### src/rtl/core/cdd_pkg.sv
// Shared types, op codes and calendar helper functions for the date difference block.
// No dependencies; used by cdd_ctrl, cdd_datapath and calendar_date_difference.
`timescale 1ns / 1ps
`default_nettype none
package cdd_pkg;

  // datapath operations issued by the controller
  localparam int OP_W = 5;
  localparam logic [OP_W-1:0] OP_NONE   = 5'd0;
  localparam logic [OP_W-1:0] OP_LOAD   = 5'd1;
  localparam logic [OP_W-1:0] OP_DIGIT  = 5'd2;
  localparam logic [OP_W-1:0] OP_CHECK  = 5'd3;
  localparam logic [OP_W-1:0] OP_FILL_E = 5'd4;
  localparam logic [OP_W-1:0] OP_FIX_E  = 5'd5;
  localparam logic [OP_W-1:0] OP_FILL_S = 5'd6;
  localparam logic [OP_W-1:0] OP_FIX_S  = 5'd7;
  localparam logic [OP_W-1:0] OP_ORDER  = 5'd8;
  localparam logic [OP_W-1:0] OP_YEARS  = 5'd9;
  localparam logic [OP_W-1:0] OP_ALIGN  = 5'd10;
  localparam logic [OP_W-1:0] OP_DN1    = 5'd11;
  localparam logic [OP_W-1:0] OP_DN2    = 5'd12;
  localparam logic [OP_W-1:0] OP_DN3    = 5'd13;
  localparam logic [OP_W-1:0] OP_DN4    = 5'd14;
  localparam logic [OP_W-1:0] OP_WEEK1  = 5'd15;
  localparam logic [OP_W-1:0] OP_WEEK2  = 5'd16;
  localparam logic [OP_W-1:0] OP_MONTHS = 5'd17;
  localparam logic [OP_W-1:0] OP_MDAY   = 5'd18;
  localparam logic [OP_W-1:0] OP_FINISH = 5'd19;

  // unit codes
  localparam logic [2:0] CMD_DAY   = 3'd0;
  localparam logic [2:0] CMD_WEEK  = 3'd1;
  localparam logic [2:0] CMD_YEAR  = 3'd2;
  localparam logic [2:0] CMD_MONTH = 3'd3;
  localparam logic [2:0] CMD_MD    = 3'd4;
  localparam logic [2:0] CMD_YM    = 3'd5;
  localparam logic [2:0] CMD_YD    = 3'd6;
  localparam logic [2:0] CMD_BAD   = 3'd7;

  // configuration register indexes
  localparam logic [1:0] CFG_YEAR  = 2'd0;
  localparam logic [1:0] CFG_MONTH = 2'd1;
  localparam logic [1:0] CFG_DAY   = 2'd2;

  localparam logic [13:0] TODAY_YEAR_RST  = 14'd2000;
  localparam logic [3:0]  TODAY_MONTH_RST = 4'd1;
  localparam logic [4:0]  TODAY_DAY_RST   = 5'd1;

  localparam int          DIGIT_STEPS = 6;       // 10^7 down to 10^2
  localparam logic [26:0] DATE_MIN    = 27'd101;
  localparam logic [26:0] DATE_MAX    = 27'd99991231;
  localparam logic [18:0] DIV25_K     = 19'd20972; // ceil(2^19/25)
  localparam logic [22:0] DIV7_K      = 23'd4793491; // ceil(2^25/7)

  typedef struct packed {
    logic [OP_W-1:0] op;
    logic [2:0]      idx;
  } ctrl_t;

  typedef struct packed {
    logic [2:0] cmd;
    logic       stop;
  } stat_t;

  typedef struct packed {
    logic [3:0]  q;
    logic [26:0] rem;
  } digit_t;

  // leap test for years -1..10000; y%100 handled as y%25 via reciprocal
  function automatic logic is_leap(input logic signed [14:0] y);
    logic [13:0] p;
    logic [27:0] prod;
    logic        div25;
    p     = 14'(16'(y) + 16'd400);
    prod  = 28'(p) * 28'(DIV25_K);
    div25 = prod[18:0] < DIV25_K;
    return div25 ? (p[3:0] == 4'd0) : (p[1:0] == 2'd0);
  endfunction

  function automatic logic [4:0] month_len(input logic leap, input logic [3:0] m);
    logic [4:0] len;
    case (m)
      4'd1, 4'd3, 4'd5, 4'd7, 4'd8, 4'd10, 4'd12: len = 5'd31;
      4'd4, 4'd6, 4'd9, 4'd11:                    len = 5'd30;
      4'd2:                                       len = leap ? 5'd29 : 5'd28;
      default:                                    len = 5'd0;
    endcase
    return len;
  endfunction

  // days before the month in a March-based year
  function automatic logic [8:0] march_days(input logic [3:0] m);
    logic [8:0] v;
    case (m)
      4'd3:    v = 9'd0;
      4'd4:    v = 9'd31;
      4'd5:    v = 9'd61;
      4'd6:    v = 9'd92;
      4'd7:    v = 9'd122;
      4'd8:    v = 9'd153;
      4'd9:    v = 9'd184;
      4'd10:   v = 9'd214;
      4'd11:   v = 9'd245;
      4'd12:   v = 9'd275;
      4'd1:    v = 9'd306;
      4'd2:    v = 9'd337;
      default: v = 9'd0;
    endcase
    return v;
  endfunction

  // floor(x/25) for x < 3200
  function automatic logic [6:0] div25(input logic [11:0] x);
    logic [26:0] prod;
    prod = 27'(x) * 27'(DIV25_K);
    return prod[25:19];
  endfunction

  function automatic logic [26:0] pow10(input logic [2:0] idx);
    logic [26:0] v;
    case (idx)
      3'd0:    v = 27'd10000000;
      3'd1:    v = 27'd1000000;
      3'd2:    v = 27'd100000;
      3'd3:    v = 27'd10000;
      3'd4:    v = 27'd1000;
      3'd5:    v = 27'd100;
      default: v = 27'd1;
    endcase
    return v;
  endfunction

  // one decimal digit of r at weight pow10(idx), and what is left
  function automatic digit_t digit_step(input logic [26:0] r, input logic [2:0] idx);
    digit_t      d;
    logic [26:0] pw;
    logic [26:0] mul;
    logic [26:0] sub;
    pw  = pow10(idx);
    sub = '0;
    d.q = '0;
    for (int c = 1; c <= 9; c++) begin
      mul = 27'(c) * pw;
      if (r >= mul) begin
        d.q = 4'(c);
        sub = mul;
      end
    end
    d.rem = r - sub;
    return d;
  endfunction

endpackage
`default_nettype wire

### src/rtl/core/cdd_ctrl.sv
// Sequencer for the date difference block: walks parse, fill, order and unit steps.
// Depends on cdd_pkg for op codes and the control/status structs.
`timescale 1ns / 1ps
`default_nettype none
module cdd_ctrl (
  input  wire logic          clk,
  input  wire logic          rst,
  input  wire logic          start,
  input  wire cdd_pkg::stat_t stat,
  output cdd_pkg::ctrl_t     ctl,
  output logic               busy,
  output logic               done
);

  localparam logic [4:0] S_IDLE   = 5'd0;
  localparam logic [4:0] S_DIGIT  = 5'd1;
  localparam logic [4:0] S_CHECK  = 5'd2;
  localparam logic [4:0] S_FILLE  = 5'd3;
  localparam logic [4:0] S_FIXE   = 5'd4;
  localparam logic [4:0] S_FILLS  = 5'd5;
  localparam logic [4:0] S_FIXS   = 5'd6;
  localparam logic [4:0] S_ORDER  = 5'd7;
  localparam logic [4:0] S_YEARS  = 5'd8;
  localparam logic [4:0] S_ALIGN  = 5'd9;
  localparam logic [4:0] S_FIXA   = 5'd10;
  localparam logic [4:0] S_DN1    = 5'd11;
  localparam logic [4:0] S_DN2    = 5'd12;
  localparam logic [4:0] S_DN3    = 5'd13;
  localparam logic [4:0] S_DN4    = 5'd14;
  localparam logic [4:0] S_WEEK1  = 5'd15;
  localparam logic [4:0] S_WEEK2  = 5'd16;
  localparam logic [4:0] S_MONTHS = 5'd17;
  localparam logic [4:0] S_MDAY   = 5'd18;
  localparam logic [4:0] S_FINISH = 5'd19;

  logic [4:0] state, state_next;
  logic [2:0] cnt, cnt_next;

  always_ff @(posedge clk) begin
    if (rst) begin
      state <= S_IDLE;
      cnt   <= '0;
      done  <= 1'b0;
    end else begin
      state <= state_next;
      cnt   <= cnt_next;
      done  <= (state == S_FINISH);
    end
  end

  assign busy = (state != S_IDLE);

  always_comb begin
    state_next = state;
    cnt_next   = cnt;
    ctl.op     = cdd_pkg::OP_NONE;
    ctl.idx    = cnt;
    unique case (state)
      S_IDLE: begin
        if (start) begin
          ctl.op     = cdd_pkg::OP_LOAD;
          cnt_next   = '0;
          state_next = S_DIGIT;
        end
      end
      S_DIGIT: begin
        ctl.op   = cdd_pkg::OP_DIGIT;
        cnt_next = cnt + 3'd1;
        if (cnt == 3'(cdd_pkg::DIGIT_STEPS - 1)) state_next = S_CHECK;
      end
      S_CHECK: begin
        ctl.op     = cdd_pkg::OP_CHECK;
        state_next = S_FILLE;
      end
      S_FILLE: begin
        ctl.op     = cdd_pkg::OP_FILL_E;
        state_next = S_FIXE;
      end
      S_FIXE: begin
        ctl.op     = cdd_pkg::OP_FIX_E;
        state_next = S_FILLS;
      end
      S_FILLS: begin
        ctl.op     = cdd_pkg::OP_FILL_S;
        state_next = S_FIXS;
      end
      S_FIXS: begin
        ctl.op     = cdd_pkg::OP_FIX_S;
        state_next = S_ORDER;
      end
      S_ORDER: begin
        ctl.op = cdd_pkg::OP_ORDER;
        if (stat.stop) begin
          state_next = S_FINISH;
        end else begin
          case (stat.cmd) inside
            cdd_pkg::CMD_YEAR:                    state_next = S_YEARS;
            cdd_pkg::CMD_DAY, cdd_pkg::CMD_WEEK:  state_next = S_DN1;
            cdd_pkg::CMD_MONTH:                   state_next = S_MONTHS;
            default:                              state_next = S_ALIGN;
          endcase
        end
      end
      S_YEARS: begin
        ctl.op     = cdd_pkg::OP_YEARS;
        state_next = S_FINISH;
      end
      S_ALIGN: begin
        ctl.op     = cdd_pkg::OP_ALIGN;
        state_next = S_FIXA;
      end
      S_FIXA: begin
        ctl.op     = cdd_pkg::OP_FIX_S;
        state_next = (stat.cmd == cdd_pkg::CMD_YD) ? S_DN1 : S_MONTHS;
      end
      S_DN1: begin
        ctl.op     = cdd_pkg::OP_DN1;
        state_next = S_DN2;
      end
      S_DN2: begin
        ctl.op     = cdd_pkg::OP_DN2;
        state_next = S_DN3;
      end
      S_DN3: begin
        ctl.op     = cdd_pkg::OP_DN3;
        state_next = S_DN4;
      end
      S_DN4: begin
        ctl.op     = cdd_pkg::OP_DN4;
        state_next = (stat.cmd == cdd_pkg::CMD_WEEK) ? S_WEEK1 : S_FINISH;
      end
      S_WEEK1: begin
        ctl.op     = cdd_pkg::OP_WEEK1;
        state_next = S_WEEK2;
      end
      S_WEEK2: begin
        ctl.op     = cdd_pkg::OP_WEEK2;
        state_next = S_FINISH;
      end
      S_MONTHS: begin
        ctl.op     = cdd_pkg::OP_MONTHS;
        state_next = (stat.cmd == cdd_pkg::CMD_MD) ? S_MDAY : S_FINISH;
      end
      S_MDAY: begin
        ctl.op     = cdd_pkg::OP_MDAY;
        state_next = S_FINISH;
      end
      S_FINISH: begin
        ctl.op     = cdd_pkg::OP_FINISH;
        state_next = S_IDLE;
      end
      default: state_next = S_IDLE;
    endcase
  end

endmodule
`default_nettype wire

### src/rtl/core/cdd_datapath.sv
// Datapath of the date difference block: decimal parse, checks, year fill,
// day numbers and unit arithmetic. Depends on cdd_pkg.
`timescale 1ns / 1ps
`default_nettype none
module cdd_datapath (
  input  wire logic                 clk,
  input  wire cdd_pkg::ctrl_t       ctl,
  output cdd_pkg::stat_t            stat,
  input  wire logic [2:0]           cmd,
  input  wire logic [26:0]          from_date,
  input  wire logic [26:0]          to_date,
  input  wire logic [13:0]          today_year,
  input  wire logic [3:0]           today_month,
  input  wire logic [4:0]           today_day,
  output logic signed [22:0]        difference,
  output logic                      error
);

  logic [2:0]         cmd_r;
  logic [26:0]        rs, re;
  logic signed [14:0] sy, ey;
  logic [6:0]         sm, em, sd, ed;
  logic               err, neg;
  logic [22:0]        diff;
  logic [13:0]        yy_s, yy_e;
  logic [8:0]         doy_s, doy_e;
  logic [6:0]         q100_s, q100_e;
  logic [6:0]         q400_s, q400_e;
  logic [22:0]        days_s, days_e;
  logic [44:0]        wprod;

  cdd_pkg::digit_t dig_s, dig_e;
  logic [13:0] ty_c;
  logic [3:0]  tm_c;
  logic [4:0]  td_c;
  logic        today_lt, e_md_lt_s, s_md_gt_e, s_gt_e, keys_eq;
  logic        bad_s, bad_e;
  logic [22:0] dy, months;
  logic [4:0]  midx;
  logic [3:0]  pm;
  logic [4:0]  plen;
  logic [6:0]  sdc;

  assign dig_s = cdd_pkg::digit_step(rs, ctl.idx);
  assign dig_e = cdd_pkg::digit_step(re, ctl.idx);

  // today's date saturated into range
  assign ty_c = (today_year == 14'd0) ? 14'd1 :
                (today_year > 14'd9999) ? 14'd9999 : today_year;
  assign tm_c = (today_month == 4'd0) ? 4'd1 :
                (today_month > 4'd12) ? 4'd12 : today_month;
  assign td_c = (today_day == 5'd0) ? 5'd1 : today_day;

  // month/day comparisons (day < 100, so lexicographic equals mm*100+dd)
  assign today_lt  = (7'(tm_c) < em) || ((7'(tm_c) == em) && (7'(td_c) < ed));
  assign e_md_lt_s = (em < sm) || ((em == sm) && (ed < sd));
  assign s_md_gt_e = (sm > em) || ((sm == em) && (sd > ed));
  assign s_gt_e    = (sy > ey) || ((sy == ey) && s_md_gt_e);
  assign keys_eq   = (sy == ey) && (sm == em) && (sd == ed);

  assign bad_s = (sm < 7'd1) || (sm > 7'd12) || (sd < 7'd1) ||
                 (sd > 7'(cdd_pkg::month_len(cdd_pkg::is_leap(sy), sm[3:0])));
  assign bad_e = (em < 7'd1) || (em > 7'd12) || (ed < 7'd1) ||
                 (ed > 7'(cdd_pkg::month_len(cdd_pkg::is_leap(ey), em[3:0])));

  assign dy     = 23'(ey) - 23'(sy);
  assign months = (dy << 3) + (dy << 2) + 23'(em) - 23'(sm) - 23'(sd > ed);

  // month before the end month, for the month-day unit
  assign midx = 5'(sm) - 5'd1 + diff[4:0];
  assign pm   = (midx >= 5'd12) ? 4'(midx - 5'd11) : 4'(midx + 5'd1);
  assign plen = cdd_pkg::month_len(1'b0, pm);
  assign sdc  = (sd > 7'(plen)) ? 7'(plen) : sd;

  assign stat.cmd  = cmd_r;
  assign stat.stop = err | keys_eq;

  always_ff @(posedge clk) begin
    case (ctl.op)
      cdd_pkg::OP_LOAD: begin
        cmd_r <= cmd;
        rs    <= from_date;
        re    <= to_date;
        sy    <= '0;
        ey    <= '0;
        sm    <= '0;
        em    <= '0;
        sd    <= '0;
        ed    <= '0;
        diff  <= '0;
        neg   <= 1'b0;
        err   <= (cmd == cdd_pkg::CMD_BAD) ||
                 (from_date < cdd_pkg::DATE_MIN) || (from_date > cdd_pkg::DATE_MAX) ||
                 (to_date < cdd_pkg::DATE_MIN) || (to_date > cdd_pkg::DATE_MAX);
      end
      cdd_pkg::OP_DIGIT: begin
        rs <= dig_s.rem;
        re <= dig_e.rem;
        if (ctl.idx < 3'd4) begin
          sy <= (sy <<< 3) + (sy <<< 1) + 15'(dig_s.q);
          ey <= (ey <<< 3) + (ey <<< 1) + 15'(dig_e.q);
        end else begin
          sm <= (sm << 3) + (sm << 1) + 7'(dig_s.q);
          em <= (em << 3) + (em << 1) + 7'(dig_e.q);
        end
        if (ctl.idx == 3'(cdd_pkg::DIGIT_STEPS - 1)) begin
          sd <= dig_s.rem[6:0];
          ed <= dig_e.rem[6:0];
        end
      end
      cdd_pkg::OP_CHECK: begin
        err <= err | bad_s | bad_e;
      end
      cdd_pkg::OP_FILL_E: begin
        if (ey == 15'sd0) begin
          if (sy == 15'sd0) ey <= 15'({1'b0, ty_c}) - 15'(today_lt);
          else              ey <= sy + 15'(e_md_lt_s);
        end
      end
      cdd_pkg::OP_FIX_E: begin
        // a 29 February filled into a common year moves to the 28th
        if (em == 7'd2 && ed == 7'd29 && !cdd_pkg::is_leap(ey)) ed <= 7'd28;
      end
      cdd_pkg::OP_FILL_S: begin
        if (sy == 15'sd0) sy <= ey - 15'(s_md_gt_e);
      end
      cdd_pkg::OP_FIX_S: begin
        if (sm == 7'd2 && sd == 7'd29 && !cdd_pkg::is_leap(sy)) sd <= 7'd28;
      end
      cdd_pkg::OP_ORDER: begin
        neg <= s_gt_e;
        if (s_gt_e) begin
          sy <= ey;
          sm <= em;
          sd <= ed;
          ey <= sy;
          em <= sm;
          ed <= sd;
        end
      end
      cdd_pkg::OP_YEARS: begin
        diff <= dy - 23'(s_md_gt_e);
      end
      cdd_pkg::OP_ALIGN: begin
        sy <= ey - 15'(s_md_gt_e);
      end
      cdd_pkg::OP_DN1: begin
        yy_s  <= 14'(16'(sy) + 16'd400 - 16'(sm <= 7'd2));
        yy_e  <= 14'(16'(ey) + 16'd400 - 16'(em <= 7'd2));
        doy_s <= cdd_pkg::march_days(sm[3:0]) + 9'(sd) - 9'd1;
        doy_e <= cdd_pkg::march_days(em[3:0]) + 9'(ed) - 9'd1;
      end
      cdd_pkg::OP_DN2: begin
        q100_s <= cdd_pkg::div25(yy_s[13:2]);
        q100_e <= cdd_pkg::div25(yy_e[13:2]);
        q400_s <= cdd_pkg::div25(12'(yy_s[13:4]));
        q400_e <= cdd_pkg::div25(12'(yy_e[13:4]));
      end
      cdd_pkg::OP_DN3: begin
        days_s <= 23'(yy_s) * 23'd365 + 23'(yy_s[13:2]) - 23'(q100_s) + 23'(q400_s)
                  + 23'(doy_s);
        days_e <= 23'(yy_e) * 23'd365 + 23'(yy_e[13:2]) - 23'(q100_e) + 23'(q400_e)
                  + 23'(doy_e);
      end
      cdd_pkg::OP_DN4: begin
        diff <= days_e - days_s;
      end
      cdd_pkg::OP_WEEK1: begin
        wprod <= 45'(diff[21:0]) * 45'(cdd_pkg::DIV7_K);
      end
      cdd_pkg::OP_WEEK2: begin
        diff <= 23'(wprod[44:25]);
      end
      cdd_pkg::OP_MONTHS: begin
        diff <= months;
      end
      cdd_pkg::OP_MDAY: begin
        if (sd <= ed) diff <= 23'(ed) - 23'(sd);
        else          diff <= 23'(ed) + 23'(plen) - 23'(sdc);
      end
      cdd_pkg::OP_FINISH: begin
        difference <= err ? 23'sd0 : $signed(neg ? (23'd0 - diff) : diff);
        error      <= err;
      end
      default: ;
    endcase
  end

endmodule
`default_nettype wire

### src/rtl/core/calendar_date_difference.sv
// Calendar date difference: signed difference of two YYYYMMDD dates in a chosen unit.
// The steps walked depend on the unit; errors and equal dates skip the unit steps and
// finish after the order step. One word in flight: a new word is taken only while the
// sequencer is idle; busy drops in the done cycle and done pulses for one cycle; the
// receiver cannot stall. Synchronous active-high reset idles the sequencer, sets today
// 2000-01-01. Depends on cdd_pkg, cdd_ctrl and cdd_datapath.
`timescale 1ns / 1ps
`default_nettype none
module calendar_date_difference (
  input  wire logic               clk,
  input  wire logic               rst,
  // command side
  input  wire logic               start,
  output logic                    busy,
  input  wire logic [2:0]         cmd,
  input  wire logic [26:0]        from_date,
  input  wire logic [26:0]        to_date,
  // result side, no back-pressure
  output logic                    done,
  output logic signed [22:0]      difference,
  output logic                    error,
  // config write channel
  input  wire logic               cfg_valid,
  output logic                    cfg_ready,
  input  wire logic [1:0]         cfg_index,
  input  wire logic [13:0]        cfg_data
);

  // today's date, used when a date comes without a year
  logic [13:0] today_year;
  logic [3:0]  today_month;
  logic [4:0]  today_day;

  cdd_pkg::ctrl_t ctl;
  cdd_pkg::stat_t stat;
  logic           start_ok;

  // config is always taken; index three is dropped
  assign cfg_ready = 1'b1;

  always_ff @(posedge clk) begin
    if (rst) begin
      today_year  <= cdd_pkg::TODAY_YEAR_RST;
      today_month <= cdd_pkg::TODAY_MONTH_RST;
      today_day   <= cdd_pkg::TODAY_DAY_RST;
    end else if (cfg_valid && cfg_ready) begin
      unique case (cfg_index)
        cdd_pkg::CFG_YEAR:  today_year  <= cfg_data;
        cdd_pkg::CFG_MONTH: today_month <= cfg_data[3:0];
        cdd_pkg::CFG_DAY:   today_day   <= cfg_data[4:0];
        default: ;
      endcase
    end
  end

  // a word is taken only while the sequencer is idle
  assign start_ok = start & ~busy;

  cdd_ctrl u_ctrl (
    .clk   (clk),
    .rst   (rst),
    .start (start_ok),
    .stat  (stat),
    .ctl   (ctl),
    .busy  (busy),
    .done  (done)
  );

  cdd_datapath u_dp (
    .clk         (clk),
    .ctl         (ctl),
    .stat        (stat),
    .cmd         (cmd),
    .from_date   (from_date),
    .to_date     (to_date),
    .today_year  (today_year),
    .today_month (today_month),
    .today_day   (today_day),
    .difference  (difference),
    .error       (error)
  );

endmodule
`default_nettype wire
### config.mk
export PLATFORM = sky130hd
export DESIGN_NAME = calendar_date_difference
export DESIGN_NICKNAME = d
export VERILOG_FILES = /design/src/rtl/core/cdd_pkg.sv /design/src/rtl/core/cdd_ctrl.sv /design/src/rtl/core/cdd_datapath.sv /design/src/rtl/core/calendar_date_difference.sv
export SDC_FILE = /design/constraint.sdc
export NUM_CORES = 2
export LEC_CHECK = 0
export ABC_CLOCK_PERIOD_IN_PS = 14000
export BUFFER_PORTS_ARGS = -buffer_cell sky130_fd_sc_hd__buf_2
export CAP_MARGIN = 30
export CORE_MARGIN = 2
export CORE_UTILIZATION = 35
export DETAILED_ROUTE_END_ITERATION = 12
export PLACE_DENSITY_LB_ADDON = 0.2
export SLEW_MARGIN = 30
export SYNTH_ARGS = -nofsm -noshare
export SYNTH_HDL_FRONTEND = slang
export SYNTH_SLANG_ARGS = --single-unit
### constraint.sdc
create_clock -name clk -period 14 [get_ports clk]
set_input_delay 2.8 -clock clk [delete_from_list [all_inputs] [get_ports clk]]
set_output_delay 2.8 -clock clk [all_outputs]
set_load 0.01 [all_outputs]
==> flow_metrics.py <==
metrics = {
    "outcome": {
        "status": "finished clean",
    },
    "critical_path": {
        "start_kind": "flip-flop",
        "required_ns": 14.50,
        "cp.arrival_ns": 13.36,
        "crit_start": "u_ctrl.cnt[0]",
        "critPathMaxStageDelay_ns": 0.56,
        "crit_path_frequent_cell": "ha_1",
        "path_class": "flip-flop to flip-flop",
        "worstPathMaxFanout": 17,
        "setup.worst_path.end_class": "flip-flop",
        "cpMaxStageDelayCell": "nor4_1",
        "r2r-start": "u_ctrl.cnt[0]",
    },
    "worst_hold_path": {
        "hp-class": "flip-flop to flip-flop",
        "holdCritStartpoint": "today_year[0]",
    },
    "route": {
        "met3_length_um": 18200,
        "via_count": 57400,
        "vias_per_cell": 5.62,
        "met1_length_um": 112000,
        "ant_nets": 0,
        "routedWlPerCell_um": 24.5,
        "drt_iter0_markers": 5092,
        "wl_um": 251000,
        "top_layer": "met5",
        "firstDrtPassIters": 7,
        "remaining_drc_errors": 0,
        "dr_wl_met2_um": 108000,
    },
    "global_routing": {
        "grt_usage": 0.252,
        "grt_pass1_vias": 56900,
        "grt_max_degree": 60,
        "overflow": 0,
        "antenna_found_initial": 10,
        "grt_first_pass_wirelength_um": 372000,
    },
    "clocking": {
        "numCtsBuffers": 50,
        "post-cts-setup-buffers": 0,
        "hold_buffers": 0,
        "cts.clk_slew.worst_paths_ns": 0.06,
        "clock_sinks": 352,
        "cts_tree": "done",
        "cts_resized": 0,
        "cts.path.max_buffers": 3,
        "cts_max_level": 2,
        "root_buffer": "clkbuf_16",
        "clkLatencyLatePin_ns": 0.68,
    },
    "finish": {
        "n_fill_cell": 19400,
        "multiInputGateArea_um2": 52000,
        "final-seq-area_um2": 10100,
        "layout.nets": 9686,
        "fin_util": 0.384,
        "area_delta_synth_final_pct": 8.95,
        "drive_above_1_share": 0.0576,
    },
    "synthesis": {
        "synth_top_cell_area_share": 0.267,
        "yosysWarnings": 0,
        "synth_flop_cell": "edfxtp_1",
        "synth_edf_count": 302,
        "async_reset_ff_frac": 0,
        "ys_types": 105,
        "synth.most_common_cell": "ha_1",
        "synth_commonest_cells": "1,431 x ha_1, 1,190 x inv_1, 512 x fa_1, 473 x a21oi_1, 435 x nand2_1",
        "yosysSeqAreaShare": 0.150,
        "syn-cell-area_um2": 67100,
        "synth_cells": 7517,
        "synth_top_area_cell": "ha_1",
        "syn_area_per_cell_um2": 8.92,
        "ys_seq_elements": 352,
        "synthTopCellsByArea": "ha_1 27%, fa_1 15%, edfxtp_1 14%",
    },
    "timing": {
        "skew_ns": 0.0376,
        "slew_violations": 0,
        "period_needed_ns": 12.86,
        "hold_violations": 0,
        "maxSlewHeadroom": 0.225,
        "setup_viol": 0,
        "tightest_slew_ns": 1.15,
        "rsz0062_at_grt": "false",
        "finalSetupTns_ns": 0,
        "fmax_ghz": 0.0778,
        "period_share": 0.919,
    },
    "place": {
        "io_buffers": 102,
        "gp_congestion": 1.02,
        "dp_hpwl_um": 206000,
    },
    "floorplanning": {
        "coreArea_um2": 190000,
        "row_count": 160,
        "pin_count": 104,
        "initial_core_util": 0.353,
        "dieArea_um2": 195000,
        "die_h_um": 442,
        "die_w_um": 442,
    },
    "job": {
        "max_cap_viol_count": 0,
    },
}
-- kinds of logic (layout without fill, tap and decap cells) --
kind of cell    count (synthesis)  count (layout)  synth area share
compound gates               1771            1771             0.172
other cells                     2              13          0.000112
simple gates                 1610            1610             0.117
flops                         352             352             0.150
fa+ha+maj                    1943            1943             0.420
xor+xnor                      415             415            0.0548
buf+inv                      1366            1549            0.0771
mux                            58              58           0.00896
-- worst paths after layout --
check / endpoint / slack (ns) / cells past startpoint
max: u_dp.rs[26] / 1.14 / 44
min: today_year[0] / 0.47 / 2
max reg2reg: u_dp.rs[26] / 1.14 / 44
min reg2reg: today_year[0] / 0.47 / 2
-- cells in the final DEF, fill, tap and decap left out, drive strengths merged, types with 57 or more instances in the layout --
cell	count
nor3	134
xnor2	297
o21a	71
buf	255
nand2b	71
edfxtp	302
nor4	58
a31oi	71
a211oi	57
inv	1200
nand3	113
a21o	166
clkbuf	61
nor2b	73
nand2	437
fa	512
nand4	77
o211ai	59
ha	1431
nor2	416
xor2	115
a21oi	475
o21ai	381
-- flip-flops by register name, indices dropped and copies added (netlist names), 14 cells and up, named ones only --
signal and count:
u_dp.wprod 20, u_dp.days_e 23, u_dp.days_s 23, u_dp.difference 23, u_dp.yy_e 14, u_dp.sy 15
u_dp.diff 23, today_year 14, u_dp.ey 15, u_dp.yy_s 14, u_dp.rs 27, u_dp.re 27
-- per-layer routing --
| layer | global-route usage | vias up |
|---|---|---|
| met5 | 0 | - |
| met4 | 0.107 | 8 |
| met3 | 0.0443 | 503 |
| met2 | 0.391 | 2119 |
| met1 | 0.344 | 28000 |
| li1 | - | 26800 |
-- through the flow --
step                      hold slack (ns)  worst slack, ns  cells  instance area, um2
final                               0.475             1.14  10200               73100
after global routing                0.493            0.243  10200               73000
after CTS                           0.483             1.33  10200               73000
after detailed placement            0.472             1.42  10100               71400
after global placement              0.462             1.61  10100               71300
after floorplan                     0.424             1.18   7522               67100
-- area by class of cell --
type                    count  share of cell area
multi-input cells        5804               0.712
flip-flops and latches    352               0.138
inverters                1203              0.0618
well taps                2511              0.0430
repair buffers            255              0.0228
clock buffers              61              0.0180
clock inverters            30             0.00421
diodes                      6            0.000206
-- critical path, delay by kind of cell (launching register included) --
family	cells	cell delay [ns]
AOI/OAI and AO/OA	18	4.22
and+or+nand+nor	11	3.01
adders and majority gates	6	2.29
buffers and inverters	7	1.92
xor gates and xnor gates	2	0.70
DFF	1	0.53
Power is left out: the tool's default activity adds up to more than one toggle a clock period on the data nets, which glitch-free logic cannot reach.
